File: config.mk
export PLATFORM = sky130hd
export DESIGN_NAME = dual_timer_counter_four_modes_unit
export DESIGN_NICKNAME = d
export VERILOG_FILES = /design/src/rtl/dtc_pkg.sv /design/src/rtl/dual_timer_counter_four_modes_unit.sv /design/src/rtl/dtc_advance.sv /design/src/rtl/dtc_update.sv
export SDC_FILE = /design/constraint.sdc
export NUM_CORES = 1
export LEC_CHECK = 0
export ABC_AREA = 1
export BUFFER_PORTS_ARGS = -buffer_cell sky130_fd_sc_hd__buf_2
export CAP_MARGIN = 20
export CORE_MARGIN = 3
export CORE_UTILIZATION = 30
export DETAILED_ROUTE_END_ITERATION = 10
export SETUP_SLACK_MARGIN = 0.02
export SKIP_CTS_REPAIR_TIMING = 1
export SLEW_MARGIN = 20
export SYNTH_ARGS = -nofsm -noshare
export SYNTH_HDL_FRONTEND = slang
export SYNTH_SLANG_ARGS = --single-unit
export TNS_END_PERCENT = 50
File: constraint.sdc
create_clock -name i_clk -period 2.85 [get_ports i_clk]
set_input_delay 0.285 -clock i_clk [delete_from_list [all_inputs] [get_ports i_clk]]
set_output_delay 0.285 -clock i_clk [all_outputs]
set_load 0.03 [all_outputs]
File: src/rtl/dtc_pkg.sv
// ---------------------------------------------------------------------------
// Dual timer/counter package
// Types and codes shared by the timer/counter modules.
// ---------------------------------------------------------------------------
package dtc_pkg;

    // Item operation codes.
    localparam logic [1:0] OP_TICK     = 2'd0;
    localparam logic [1:0] OP_WR_COUNT = 2'd1;
    localparam logic [1:0] OP_WR_CTRL  = 2'd2;

    // Count byte select codes for a count write.
    localparam logic [1:0] SEL_LOW0  = 2'd0;
    localparam logic [1:0] SEL_HIGH0 = 2'd1;
    localparam logic [1:0] SEL_LOW1  = 2'd2;
    localparam logic [1:0] SEL_HIGH1 = 2'd3;

    // Timer modes.
    localparam logic [1:0] MODE_13BIT  = 2'd0;
    localparam logic [1:0] MODE_16BIT  = 2'd1;
    localparam logic [1:0] MODE_RELOAD = 2'd2;
    localparam logic [1:0] MODE_SPLIT  = 2'd3;

    // Bit positions in the control write data.
    localparam int unsigned CTRL_RUN0  = 4;
    localparam int unsigned CTRL_FLAG0 = 5;
    localparam int unsigned CTRL_RUN1  = 6;
    localparam int unsigned CTRL_FLAG1 = 7;

    localparam logic [7:0] BYTE_MAX = 8'hff;
    localparam logic [4:0] PRESCALE_MAX = 5'h1f;

    typedef struct packed {
        logic [1:0] op;
        logic [1:0] reg_sel;
        logic [7:0] wr_data;
        logic       t0_fall;
        logic       t1_fall;
        logic       int0_level;
        logic       int1_level;
    } t_item;

    typedef struct packed {
        logic [7:0] low0;
        logic [7:0] high0;
        logic [7:0] low1;
        logic [7:0] high1;
        logic       flag0;
        logic       flag1;
    } t_result;

    typedef struct packed {
        logic [7:0] hi;
        logic [7:0] lo;
    } t_count;

endpackage

File: src/rtl/dual_timer_counter_four_modes_unit.sv
// ---------------------------------------------------------------------------
// Dual timer/counter unit, modes 0 to 3
// Two classic 8-bit MCU timer/counters, one item per clock while not stalled.
// ---------------------------------------------------------------------------
// Usage:
// The input channel carries one item per handshake: a machine-cycle tick with
// the pin edge and interrupt level samples, a count byte write, or a write of
// the run and flag bits. An item is taken at a rising edge with i_valid high
// and o_stall low. Every item yields exactly one result item on the output
// channel: the four count bytes and both overflow flags after that item.
// A result is taken at a rising edge with o_valid high and i_stall low.
// The item first lands in an input register; once the result register is free
// to load, the timer update logic applies it to the timer state and loads the
// result register. A result thus passes through both registers, and one item
// per cycle is sustained as long as the receiver keeps taking results.
// While the receiver stalls, the result register holds its item, the input
// register fills up behind it and only then is o_stall raised upstream.
// The mode register is written through the configuration channel, which is
// always ready; it must only change while no item is in flight.
// A synchronous active-low reset clears the timer state, the mode register
// and both valid bits; nothing is in flight afterwards.
// ---------------------------------------------------------------------------
module dual_timer_counter_four_modes_unit (
    input  logic       i_clk,
    input  logic       i_rst_n,
    // Item input channel.
    input  logic       i_valid,
    output logic       o_stall,
    input  logic [1:0] i_op,
    input  logic [1:0] i_reg_sel,
    input  logic [7:0] i_wr_data,
    input  logic       i_t0_fall,
    input  logic       i_t1_fall,
    input  logic       i_int0_level,
    input  logic       i_int1_level,
    // Result output channel.
    output logic       o_valid,
    input  logic       i_stall,
    output logic [7:0] o_low0_out,
    output logic [7:0] o_high0_out,
    output logic [7:0] o_low1_out,
    output logic [7:0] o_high1_out,
    output logic       o_flag0_out,
    output logic       o_flag1_out,
    // Mode register write channel.
    input  logic       i_cfg_valid,
    output logic       o_cfg_ready,
    input  logic [7:0] i_cfg_data
);
    import dtc_pkg::*;

    logic       r_in_valid;
    t_item      r_in;
    logic       r_out_valid;
    t_result    r_out;
    logic [7:0] r_timer_mode;

    logic       out_free;
    logic       in_free;
    logic       upd_en;
    t_result    upd_result;

    // The result register can load when it is empty or being taken this cycle.
    assign out_free = !r_out_valid || !i_stall;
    assign upd_en   = r_in_valid && out_free;
    // The input register can load when empty or when it moves on this cycle.
    assign in_free  = !r_in_valid || out_free;

    assign o_stall     = !in_free;
    assign o_cfg_ready = 1'b1;

    always_ff @(posedge i_clk) begin
        if (!i_rst_n) begin
            r_in_valid   <= 1'b0;
            r_out_valid  <= 1'b0;
            r_timer_mode <= '0;
        end else begin
            if (in_free) begin
                r_in_valid <= i_valid;
            end
            if (out_free) begin
                r_out_valid <= r_in_valid;
            end
            if (i_cfg_valid) begin
                r_timer_mode <= i_cfg_data;
            end
        end
    end

    // Payload registers, no reset needed.
    always_ff @(posedge i_clk) begin
        if (i_valid && in_free) begin
            r_in <= '{op: i_op, reg_sel: i_reg_sel, wr_data: i_wr_data,
                      t0_fall: i_t0_fall, t1_fall: i_t1_fall,
                      int0_level: i_int0_level, int1_level: i_int1_level};
        end
        if (upd_en) begin
            r_out <= upd_result;
        end
    end

    dtc_update u_update (
        .i_clk        (i_clk),
        .i_rst_n      (i_rst_n),
        .i_en         (upd_en),
        .i_item       (r_in),
        .i_timer_mode (r_timer_mode),
        .o_result     (upd_result)
    );

    assign o_valid     = r_out_valid;
    assign o_low0_out  = r_out.low0;
    assign o_high0_out = r_out.high0;
    assign o_low1_out  = r_out.low1;
    assign o_high1_out = r_out.high1;
    assign o_flag0_out = r_out.flag0;
    assign o_flag1_out = r_out.flag1;

endmodule

File: src/rtl/dtc_advance.sv
// ---------------------------------------------------------------------------
// Timer count step
// Advances one timer's count bytes by one count in the selected mode.
// ---------------------------------------------------------------------------
module dtc_advance (
    input  logic            i_en,
    input  logic [1:0]      i_mode,
    input  dtc_pkg::t_count i_cnt,
    output dtc_pkg::t_count o_cnt,
    output logic            o_ovf
);
    import dtc_pkg::*;

    logic [4:0] lo5_inc;
    logic [7:0] lo_inc;
    logic [7:0] hi_inc;

    assign lo5_inc = i_cnt.lo[4:0] + 5'd1;
    assign lo_inc  = i_cnt.lo + 8'd1;
    assign hi_inc  = i_cnt.hi + 8'd1;

    always_comb begin
        o_cnt = i_cnt;
        o_ovf = 1'b0;
        if (i_en) begin
            case (i_mode)
                MODE_13BIT: begin
                    // The upper three bits of the low byte are cleared on every step.
                    o_cnt.lo = {3'b000, lo5_inc};
                    if (i_cnt.lo[4:0] == PRESCALE_MAX) begin
                        o_cnt.hi = hi_inc;
                        o_ovf    = (i_cnt.hi == BYTE_MAX);
                    end
                end
                MODE_16BIT: begin
                    o_cnt.lo = lo_inc;
                    if (i_cnt.lo == BYTE_MAX) begin
                        o_cnt.hi = hi_inc;
                        o_ovf    = (i_cnt.hi == BYTE_MAX);
                    end
                end
                MODE_RELOAD: begin
                    if (i_cnt.lo == BYTE_MAX) begin
                        o_cnt.lo = i_cnt.hi;
                        o_ovf    = 1'b1;
                    end else begin
                        o_cnt.lo = lo_inc;
                    end
                end
                default: begin
                    o_cnt.lo = lo_inc;
                    o_ovf    = (i_cnt.lo == BYTE_MAX);
                end
            endcase
        end
    end

endmodule

File: src/rtl/dtc_update.sv
// ---------------------------------------------------------------------------
// Timer state and item update
// Holds count bytes, run bits and flags, applying one item per cycle when enabled.
// ---------------------------------------------------------------------------
module dtc_update (
    input  logic             i_clk,
    input  logic             i_rst_n,
    input  logic             i_en,
    input  dtc_pkg::t_item   i_item,
    input  logic [7:0]       i_timer_mode,
    output dtc_pkg::t_result o_result
);
    import dtc_pkg::*;

    logic [7:0] r_low0, r_high0, r_low1, r_high1;
    logic       r_flag0, r_flag1, r_run0, r_run1;
    logic [7:0] n_low0, n_high0, n_low1, n_high1;
    logic       n_flag0, n_flag1, n_run0, n_run1;

    logic [1:0] mode0, mode1;
    logic       split0;
    logic       en0, en1;
    t_count     cnt0_in, cnt1_in, cnt0_out, cnt1_out;
    logic       ovf0, ovf1;
    logic       split_hi_step;

    assign mode0  = i_timer_mode[1:0];
    assign mode1  = i_timer_mode[5:4];
    assign split0 = (mode0 == MODE_SPLIT);

    // Run condition: run bit, gate by interrupt pin, event (cycle or pin edge).
    assign en0 = r_run0 && (!i_timer_mode[3] || i_item.int0_level)
              && (!i_timer_mode[2] || i_item.t0_fall);
    // Timer 1 ignores its run bit while timer 0 is split, and holds in split mode.
    assign en1 = (mode1 != MODE_SPLIT) && (split0 || r_run1)
              && (!i_timer_mode[7] || i_item.int1_level)
              && (!i_timer_mode[6] || i_item.t1_fall);

    assign cnt0_in = '{hi: r_high0, lo: r_low0};
    assign cnt1_in = '{hi: r_high1, lo: r_low1};

    dtc_advance u_adv0 (
        .i_en   (en0),
        .i_mode (mode0),
        .i_cnt  (cnt0_in),
        .o_cnt  (cnt0_out),
        .o_ovf  (ovf0)
    );

    dtc_advance u_adv1 (
        .i_en   (en1),
        .i_mode (mode1),
        .i_cnt  (cnt1_in),
        .o_cnt  (cnt1_out),
        .o_ovf  (ovf1)
    );

    // In split mode the high byte of timer 0 is an 8-bit timer run by run1.
    assign split_hi_step = split0 && r_run1;

    always_comb begin
        n_low0  = r_low0;
        n_high0 = r_high0;
        n_low1  = r_low1;
        n_high1 = r_high1;
        n_flag0 = r_flag0;
        n_flag1 = r_flag1;
        n_run0  = r_run0;
        n_run1  = r_run1;
        case (i_item.op)
            OP_TICK: begin
                n_low0  = cnt0_out.lo;
                n_high0 = split_hi_step ? (cnt0_out.hi + 8'd1) : cnt0_out.hi;
                n_low1  = cnt1_out.lo;
                n_high1 = cnt1_out.hi;
                n_flag0 = r_flag0 | ovf0;
                if (split0) begin
                    n_flag1 = r_flag1 | (split_hi_step && (r_high0 == BYTE_MAX));
                end else begin
                    n_flag1 = r_flag1 | ovf1;
                end
            end
            OP_WR_COUNT: begin
                case (i_item.reg_sel)
                    SEL_LOW0:  n_low0  = i_item.wr_data;
                    SEL_HIGH0: n_high0 = i_item.wr_data;
                    SEL_LOW1:  n_low1  = i_item.wr_data;
                    default:   n_high1 = i_item.wr_data;
                endcase
            end
            OP_WR_CTRL: begin
                n_run0  = i_item.wr_data[CTRL_RUN0];
                n_flag0 = i_item.wr_data[CTRL_FLAG0];
                n_run1  = i_item.wr_data[CTRL_RUN1];
                n_flag1 = i_item.wr_data[CTRL_FLAG1];
            end
            default: begin
            end
        endcase
    end

    always_ff @(posedge i_clk) begin
        if (!i_rst_n) begin
            r_low0  <= '0;
            r_high0 <= '0;
            r_low1  <= '0;
            r_high1 <= '0;
            r_flag0 <= 1'b0;
            r_flag1 <= 1'b0;
            r_run0  <= 1'b0;
            r_run1  <= 1'b0;
        end else if (i_en) begin
            r_low0  <= n_low0;
            r_high0 <= n_high0;
            r_low1  <= n_low1;
            r_high1 <= n_high1;
            r_flag0 <= n_flag0;
            r_flag1 <= n_flag1;
            r_run0  <= n_run0;
            r_run1  <= n_run1;
        end
    end

    assign o_result = '{low0: n_low0, high0: n_high0, low1: n_low1, high1: n_high1,
                        flag0: n_flag0, flag1: n_flag1};

endmodule

Yosys cells after proc, flatten, opt, wreduce, memory -nomap -nowiden
Index checks and enable logic that the tools add are counted.
{"block": "totals", "input_bits": 29, "register_bits": 96, "out_inout_bits": 37}
{"block": "op_classes", "muxes": 34, "reduce_logical": 30, "bitwise": 3, "n_eq_ne": 16, "add_sub_neg": 7}
{"operator": "8-bit case mux with 2 select lines", "n": 8}
{"operator": "8-bit two-way mux", "n": 11}
{"operator": "8-bit by 1-bit adder with 8-bit output (second input constant)", "n": 5}
{"operator": "8-bit == test (second input constant)", "n": 4}
{"operator": "16-bit two-way mux", "n": 2}
{"operator": "5-bit by 1-bit adder with 5-bit output (second input constant)", "n": 2}
{"operator": "2-bit == test (second input constant)", "n": 5}
{"operator": "5-bit == test (second input constant)", "n": 2}
{"operator": "1-bit logical AND", "n": 9}
{"operator": "1-bit two-way mux", "n": 9}
{"operator": "2-bit by 1-bit == test with 1-bit output (second input constant)", "n": 4}
{"operator": "1-bit logical NOT", "n": 8}
{"operator": "2-bit logical NOT", "n": 4}
{"operator": "1-bit logical OR", "n": 7}
{"operator": "1-bit case mux with 3 select lines", "n": 2}
{"operator": "1-bit case mux with 2 select lines", "n": 2}
{"operator": "1-bit bitwise OR", "n": 3}
{"operator": "3-bit OR reduction", "n": 1}
{"operator": "2-bit != test (second input constant)", "n": 1}
{"operator": "2-bit AND reduction", "n": 1}

Logic depth before layout (Yosys ltp)
Gate-level depths: netlist (run 1).
{"block": "depth", "word_depth": 9, "ltp_mapped": 20, "depth_no_buf": 20}

By module
Synthesis (run 1) repeated with hierarchy kept, for this count alone.
{"block": "unflattened", "cells_unflattened": 823, "hier_area_um2": 6093.3}
{"module": "dtc_update", "instances": 1, "cells_each": 431, "area_per_inst_um2": 2756.4}
{"module": "dual_timer_counter_four_modes_unit", "instances": 1, "cells_each": 98, "area_per_inst_um2": 1863.0}
{"module": "dtc_advance", "instances": 2, "cells_each": 147, "area_per_inst_um2": 737.0}

Worst setup path before layout (run 1)
OpenSTA, ideal clock, no wires.
{"block": "synth_timing", "path_type": "reg2reg", "from": "reg u_update.r_low0[0]", "to": "reg r_out (netlist bit o_high0_out[6]) (data pin)", "t_required_ps": 2597, "period_less_slack_ps": 2423, "arrival_time_ps": 2170, "slack_ps": 427, "path_stages_with_launch": 18, "path_buffers": 0, "cell_sequence": "dfxtp_1 > ha_1 > nand2_2 > nor2_4 > ha_1 > nand2_2 > nand2_2 > nand3_4 > xor2_1 > inv_1 > ha_1 > nand2_1 > nor2_1 > nand3_1 > nand2_1 > o21ai_1 > nand2_1 > nand2_1"}
{"block": "synth_between", "elab_chain_cells": 7, "elab_cells_between_ends": 9, "cone_classes": "add/sub: 1; eq/ne: 2; mux: 6"}
{"element": "start, declared", "line": "dtc_update.sv:15", "rtl": "logic [7:0] r_low0, r_high0, r_low1, r_high1;"}
{"element": "start signal, assigned", "line": "dtc_update.sv:113", "rtl": "r_low0 <= n_low0;"}
{"element": "8-bit == test or 5-bit == test (tied branches)", "line": "dtc_advance.sv:37, dtc_advance.sv:30"}
{"element": "8-bit two-way mux (on tied branches)", "line": "dtc_advance.sv:37, dtc_advance.sv:30"}
{"element": "8-bit case mux with 2 select lines *", "line": "dtc_advance.sv:26", "rtl": "case (i_mode)"}
{"element": "16-bit two-way mux *", "line": "dtc_advance.sv:25", "rtl": "if (i_en) begin"}
{"element": "8-bit by 1-bit adder with 8-bit output", "line": "dtc_update.sv:73", "rtl": "n_high0 = split_hi_step ? (cnt0_out.hi + 8'd1) : cnt0_out.hi;"}
{"element": "8-bit two-way mux *", "line": "dtc_update.sv:73"}
{"element": "8-bit case mux with 2 select lines *", "line": "dtc_update.sv:70", "rtl": "case (i_item.op)"}
{"element": "net u_update.n_high0[6]", "line": "dtc_update.sv:17", "rtl": "logic [7:0] n_low0, n_high0, n_low1, n_high1;"}
{"element": "end signal, assigned", "line": "dual_timer_counter_four_modes_unit.sv:98", "rtl": "r_out <= upd_result;"}
{"element": "end, declared", "line": "dual_timer_counter_four_modes_unit.sv:55", "rtl": "t_result r_out;"}
The timed path passes the listed nets; every way through them passes the cells marked *.
A chain may end at the register's enable or synchronous reset.

Worst setup path in the final report (run 1)
Ends and elaborated chain as after synthesis.

==> results_dict.tcl, run 1 <==
set metrics [dict create \
    synth_common_cells "inv_1 (129), nand2_1 (105), o21ai_0 (65)" \
    ys_warn_count 0 \
    yosysTopAreaCell "edfxtp_1" \
    rows 48 \
    place_hpwl_mm 11.01 \
    num-nets-final 782 \
    worst_ir_drop_vdd_mv 0.2969 \
    die_width_um 139.7 \
    synthFlopType "edfxtp_1" \
    syn_avg_cell_area_um2 7.834 \
    criticalPathCategory "flop to flop" \
    ys_seq_area_share_pct 45.14 \
    routabilityCongestion 0.9444 \
    drc 0 \
    die_h_um 139.7 \
    path_clk_slew_ps 70 \
    clockRootBuffer "clkbuf_16" \
    port_buffers 64 \
    cts_buffers 9 \
    syn_to_final_growth_pct 15.90 \
    drive_above_1_share_pct 16.38 \
    cp.required_ps 2970 \
    hold_viol 0 \
    total_power_mw 3.380 \
    cts_tree "done" \
    wl_mm 15.18 \
    path_cells "ha_1 > nand2_2 > nor2_4 > ha_1 > nand2_2 > nand2_2 > nand3_4 > xor2_1 > inv_1 > ha_1 > nand2_1 > nor2_1 > nand3_1 > nand2_1 > o21ai_1 > nand2_1 > nand2_1" \
    num_vias 4795 \
    grt_max_degree 59 \
    slew_headroom_pct 48.17 \
    synth_area_leaders "edfxtp_1 (28%), dfxtp_1 (17%), inv_1 (9.0%), nand2_1 (7.3%), o21ai_0 (6.1%)" \
    n_antenna_cell 0 \
    drv_slew 0 \
    skew_ps 8.382 \
    path_buf_inv 1 \
    status "finished, final reports clean" \
    drt.antenna.violating_nets 0 \
    startpoint_type "flop" \
    setup_viol 0 \
    grt_pass1_wl_mm 24.04 \
    regArea_um2 2425 \
    clock-sinks 96 \
    p_per_area_nw_per_um2 543.4 \
    yosysMostFrequentCell "inv_1" \
    async_reset_ff_share_pct 0 \
    routedWlPerCell_um 15.55 \
    synth_cell_types 45 \
    slowest_stage "dfxtp_2" \
    finalSetupTns_ps 0 \
    grt_pass1_vias 4460 \
    crit_family "simple AND/OR/NAND/NOR gates" \
    pin_count 66 \
    p_leak_nw 2.795 \
    vias_per_cell 4.913 \
    dieArea_um2 19530 \
    grt_usage_pct 15.43 \
    cap_violations 0 \
    cp_common_cell "nand2_1" \
    period_share_pct 90.56 \
    clk_latency_ps 350 \
    hold_path_class "input port to flop" \
    drt_first_pass_iters 5 \
    finalCriticalPeriod_ps 2581 \
    cp.arrival_ps 2700 \
    synth.net_count 721 \
    syn_area_um2 5366 \
    synth_edf_count 50 \
    path_max_fanout 6 \
    antenna_found_initial 0 \
    core-area_um2 17420 \
    grt_overflow 0 \
    netlist_instances 685 \
    crit_path_end_kind "flop" \
    start_util_pct 30.81 \
    rsz0062_at_grt "false" \
    max_stage_delay_ps 360 \
    yosys.area.top_type_share_pct 27.98 \
    multi_input_area_um2 2345 \
    cts_buffer_depth 2 \
    worstMarginPinSlew_ps 776.5 \
    fmax_mhz 387.4 \
    ys_ff_latch 96 \
    htree_levels 3 \
    fillers 1871 \
    drt-initial-drc-count 426 \
]
==> through the flow <==
stage | area [um^2] | hold WS (ps) | worst slack (ps) | cells | utilization, %
2_1_floorplan | 5366 | 383.9 | 426.9 | 685 | -
3_3_place_gp | 5911 | 434.1 | 232.3 | 959 | 33.94
3_5_place_dp | 5911 | 443.9 | 202.8 | 959 | 33.94
4_1_cts | 6210 | 91.42 | 180.8 | 975 | 35.65
5_1_grt | 6220 | 96.32 | 53.54 | 976 | 35.71
6_report | 6220 | 103.2 | 269.0 | 976 | 35.71
==> sequential cells by signal, indices dropped and copies added, names as in the netlist, 8 cells and up <==
register	count
r_in	16
o_low1_out	8
u_update.r_low0	8
o_high1_out	8
u_update.r_high1	8
r_timer_mode	8
o_low0_out	8
u_update.r_high0	8
o_high0_out	8
u_update.r_low1	8
==> worst paths after layout <==
check / start / endpoint / slack [ps] / depth (start not counted)
max: u_update.r_low0[0] / o_high0_out[6] / 270 / 17
min reg2reg: r_timer_mode[7] / r_timer_mode[7] / 460 / 2
min: i_t1_fall / r_in[2] / 100 / 1
max reg2reg: u_update.r_low0[0] / o_high0_out[6] / 270 / 17
==> worst reg2reg max path, cell delays in order, from the launching register on <==
cell and delay (ps):
dfxtp_2 360, ha_1 180, nand2_2 80, nor2_4 120, ha_1 180, nand2_2 90
nand2_2 130, nand3_4 130, xor2_1 190, inv_1 70, ha_1 150, nand2_1 70
nor2_1 170, nand3_1 110, nand2_1 110, o21ai_1 70, nand2_1 80, nand2_1 50
==> cells by family (layout without fill, tap and decap cells) <==
family                     after synthesis  after routing  synth area share [%]
AOI/OAI and AO/OA                      205            205                 22.50
adders and majority gates                7              7                 1.632
other                                    1              1               0.06988
xor gates and xnor gates                 3              3                0.4897
and+or+nand+nor                        220            220                 18.96
buffers and inverters                  153            219                 11.21
DFF                                     96             96                 45.14
==> placed cells by master, fill, tap and decap left out, types with 7 or more instances in the layout <==
cell	count
clkbuf_16	9
dfxtp_1	44
buf_2	64
nand2_1	104
o211ai_1	15
nor2_1	47
buf_4	7
nand3_1	31
o21ai_1	13
a21oi_1	64
o221ai_1	18
o22ai_1	12
ha_1	7
o21ai_0	65
edfxtp_1	50
nand2_2	8
inv_1	128
==> where the power goes <==
| group | leakage (nW) | total, mW | switching (mW) | internal (mW) |
|---|---|---|---|---|
| Sequential | 0.863 | 1.63 | 0.0690 | 1.56 |
| Clock | 0.147 | 1.24 | 0.528 | 0.708 |
| Combinational | 1.78 | 0.516 | 0.362 | 0.155 |
| Total | 2.79 | 3.38 | 0.959 | 2.42 |
==> cell type report <==
cell class / count / share of cell area [%]
well taps: 225 / 4.526
clock inverters: 4 / 0.8449
flip-flops and latches: 96 / 38.99
multi-input cells: 436 / 37.70
clock buffers: 12 / 3.963
repair buffers: 71 / 5.995
inverters: 132 / 7.986
==> layer usage <==
| layer | track usage, % | share of wire (%) |
|---|---|---|
| met5 | 0 | 0 |
| met4 | 7.088 | 3.4 |
| met3 | 2.784 | 6.2 |
| met2 | 22.28 | 41 |
| met1 | 22.35 | 49 |
Note: power is estimated with default switching activity, not from simulation.
==> inputs of run 2 (changes only) <==
--- a/config.mk
+++ b/config.mk
@@ -16,5 +16,6 @@
 export SLEW_MARGIN = 20
 export SYNTH_ARGS = -nofsm -noshare
 export SYNTH_HDL_FRONTEND = slang
+export SYNTH_HIERARCHICAL = 1
 export SYNTH_SLANG_ARGS = --single-unit
 export TNS_END_PERCENT = 50
==> run 2 against run 1 <==
Worst hold slack about the same; design area up 12%; global-route usage is essentially flat; non-clock buffer count is 12 higher.
==> results_dict.tcl, run 2 <==
set metrics [dict create \
    status "finished, final reports clean" \
    cts_buffers 9 \
    drt.antenna.violating_nets 0 \
    finalSetupTns_ps 0 \
    cap_violations 0 \
    startpoint "r_in[1]" \
    hold_path_class "input port to flop" \
    antenna_found_initial 0 \
    p_leak_nw 3.079 \
    fillers 2095 \
    finalCriticalPeriod_ps 2620 \
    reg2regPathDepth 12 \
    stdcell_count 1155 \
    dp_cells 1139 \
    vias_per_cell 4.840 \
    worst_ir_drop_vdd_mv 0.3290 \
    fmax_mhz 381.7 \
    cts_tree "done" \
    clock-sinks 96 \
    layout_common_cells "nand2_1 (171), nor2_1 (135), inv_1 (95)" \
    yosysMostFrequentCell "nand2_1" \
    drive_above_1_share_pct 18.65 \
    skew_ps 10.55 \
    drt_first_pass_iters 6 \
    grt_pass1_vias 5096 \
    criticalPathCategory "flop to flop" \
    synth_common_cells "nand2_1 (171), nor2_1 (135), inv_1 (95)" \
    yosys.area.top_type_share_pct 24.64 \
    hold_viol 0 \
    final_common_cell "nand2_1" \
    top_register "r_in" \
    met1_length_mm 8.657 \
    synth_cell_types 40 \
    place_hpwl_mm 12.01 \
    path_max_fanout 5 \
    largest_reg_flops 16 \
    pin_count 66 \
    netlist_instances 823 \
    grt_usage_pct 15.45 \
    reg2reg_to "o_high0_out[6]" \
    rr_startpoint "r_in[1]" \
    async_reset_ff_share_pct 0 \
    regArea_um2 2422 \
    synth.net_count 857 \
    syn_area_um2 6093 \
    cp.arrival_ps 2720 \
    port_buffers 64 \
    dieArea_um2 22060 \
    routedWlPerCell_um 14.77 \
    synth_area_leaders "edfxtp_1 (25%), dfxtp_1 (15%), nand2_1 (11%), nor2_1 (8.3%), inv_1 (5.9%)" \
    crit_path_end "o_high0_out[6]" \
    rsz0062_at_grt "false" \
    wl_met3_mm 1.128 \
    multi_input_area_um2 3078 \
    ys_seq_area_share_pct 39.75 \
    synthFlopType "edfxtp_1" \
    worstMarginPinSlew_ps 824.7 \
    drv_slew 0 \
    routabilityCongestion 0.8921 \
    die_width_um 148.5 \
    startpoint_type "flop" \
    num-nets-final 919 \
    met2RoutedLength_mm 7.091 \
    top_layer "met4" \
    synth_edf_count 50 \
    crit_path_end_kind "flop" \
    grt_max_degree 53 \
    rows 51 \
    drt-initial-drc-count 411 \
    cp.required_ps 2950 \
    ys_warn_count 6 \
    wl_mm 17.06 \
    n_antenna_cell 0 \
    path_clk_slew_ps 70 \
    setup_viol 0 \
    syn_avg_cell_area_um2 7.404 \
    slew_headroom_pct 45.02 \
    clk_latency_ps 350 \
    num_vias 5590 \
    period_share_pct 91.92 \
    htree_levels 3 \
    grt_pass1_wl_mm 27.35 \
    core-area_um2 19720 \
    clockRootBuffer "clkbuf_16" \
    syn_to_final_growth_pct 14.50 \
    ys_ff_latch 96 \
    start_util_pct 30.90 \
    r2r_slack_ps 230 \
    grt_overflow 0 \
    p_per_area_nw_per_um2 492.3 \
    cts_buffer_depth 2 \
    yosysTopAreaCell "edfxtp_1" \
    die_h_um 148.5 \
    drc 0 \
]
run 2: cell types whose count changed after synthesis, moves of 18 or more:
| cell | before | now |
|---|---|---|
| a21oi_1 | 64 | 43 |
| a22oi_2 | 0 | 20 |
| inv_1 | 129 | 95 |
| nand2_1 | 105 | 171 |
| nand3_1 | 31 | 57 |
| nor2_1 | 47 | 135 |
| o21ai_0 | 65 | 21 |
| o21ai_1 | 13 | 59 |
| o221ai_1 | 18 | 0 |
run 2: final cells by class:
type | count | share of cell area, %
well taps | 265 | 4.753
flip-flops and latches | 96 | 34.72
clock inverters | 5 | 0.5739
clock buffers | 11 | 3.479
repair buffers | 83 | 6.815
multi-input cells | 592 | 44.12
inverters | 103 | 5.542
run 2: power breakdown:
group | leakage [nW] | internal [mW] | total [mW] | switching, mW
Clock | 0.128 | 0.622 | 1.18 | 0.557
Sequential | 0.860 | 1.56 | 1.67 | 0.113
Combinational | 2.09 | 0.195 | 0.588 | 0.393
run 2: kinds of logic after synthesis:
family	synth area share [%]
simple gates	29.20
compound gates	18.60
buf+inv	9.918
flops	39.75
xor+xnor	1.437
fa+ha+maj	1.027
other cells	0.06154
run 2: per-layer routing:
metal | global-route usage (%) | up-vias
met2 | 21.98 | 166
met3 | 3.016 | 13
li1 | - | 2830
met1 | 23.95 | 2581
met4 | 3.557 | 0
met5 | 0 | -
run 2: per-stage QoR:
step                      hold slack (ps)  util [%]  worst slack (ps)  area, um^2  power (mW)
after floorplan                     383.9         -             331.3        6097       2.098
after global placement              448.3     33.95             455.4        6694       2.278
after detailed placement            454.0     33.95             332.3        6694       2.280
after CTS                           90.89     35.38             304.2        6977       3.464
after global routing                97.71     35.38             21.19        6977       3.594
final                               103.5     35.38             230.2        6977       3.434
run 2: critical path: stages (launching register included):
cell and delay (ps):
edfxtp_1 320, inv_1 40, a221oi_1 520, inv_2 80, nor2_1 190, nand3_2 150
xnor2_1 310, ha_1 250, nand3_1 110, nor2_1 140, nand3_1 90, nand3_1 110
nand2_1 50
run 2: worst min-delay path by stage:
| stage | slack (ps) | end | startpoint | depth (start not counted) |
|---|---|---|---|---|
| floorplan | 380 | r_in[0] | i_int1_level | 0 |
| global placement | 450 | u_update/r_run0 | u_update/r_run0 | 2 |
| detailed placement | 450 | u_update/r_run0 | u_update/r_run0 | 2 |
| CTS | 90 | r_in[8] | i_wr_data[4] | 1 |
| global route | 100 | r_in[8] | i_wr_data[4] | 1 |
| finish | 100 | r_in[8] | i_wr_data[4] | 1 |
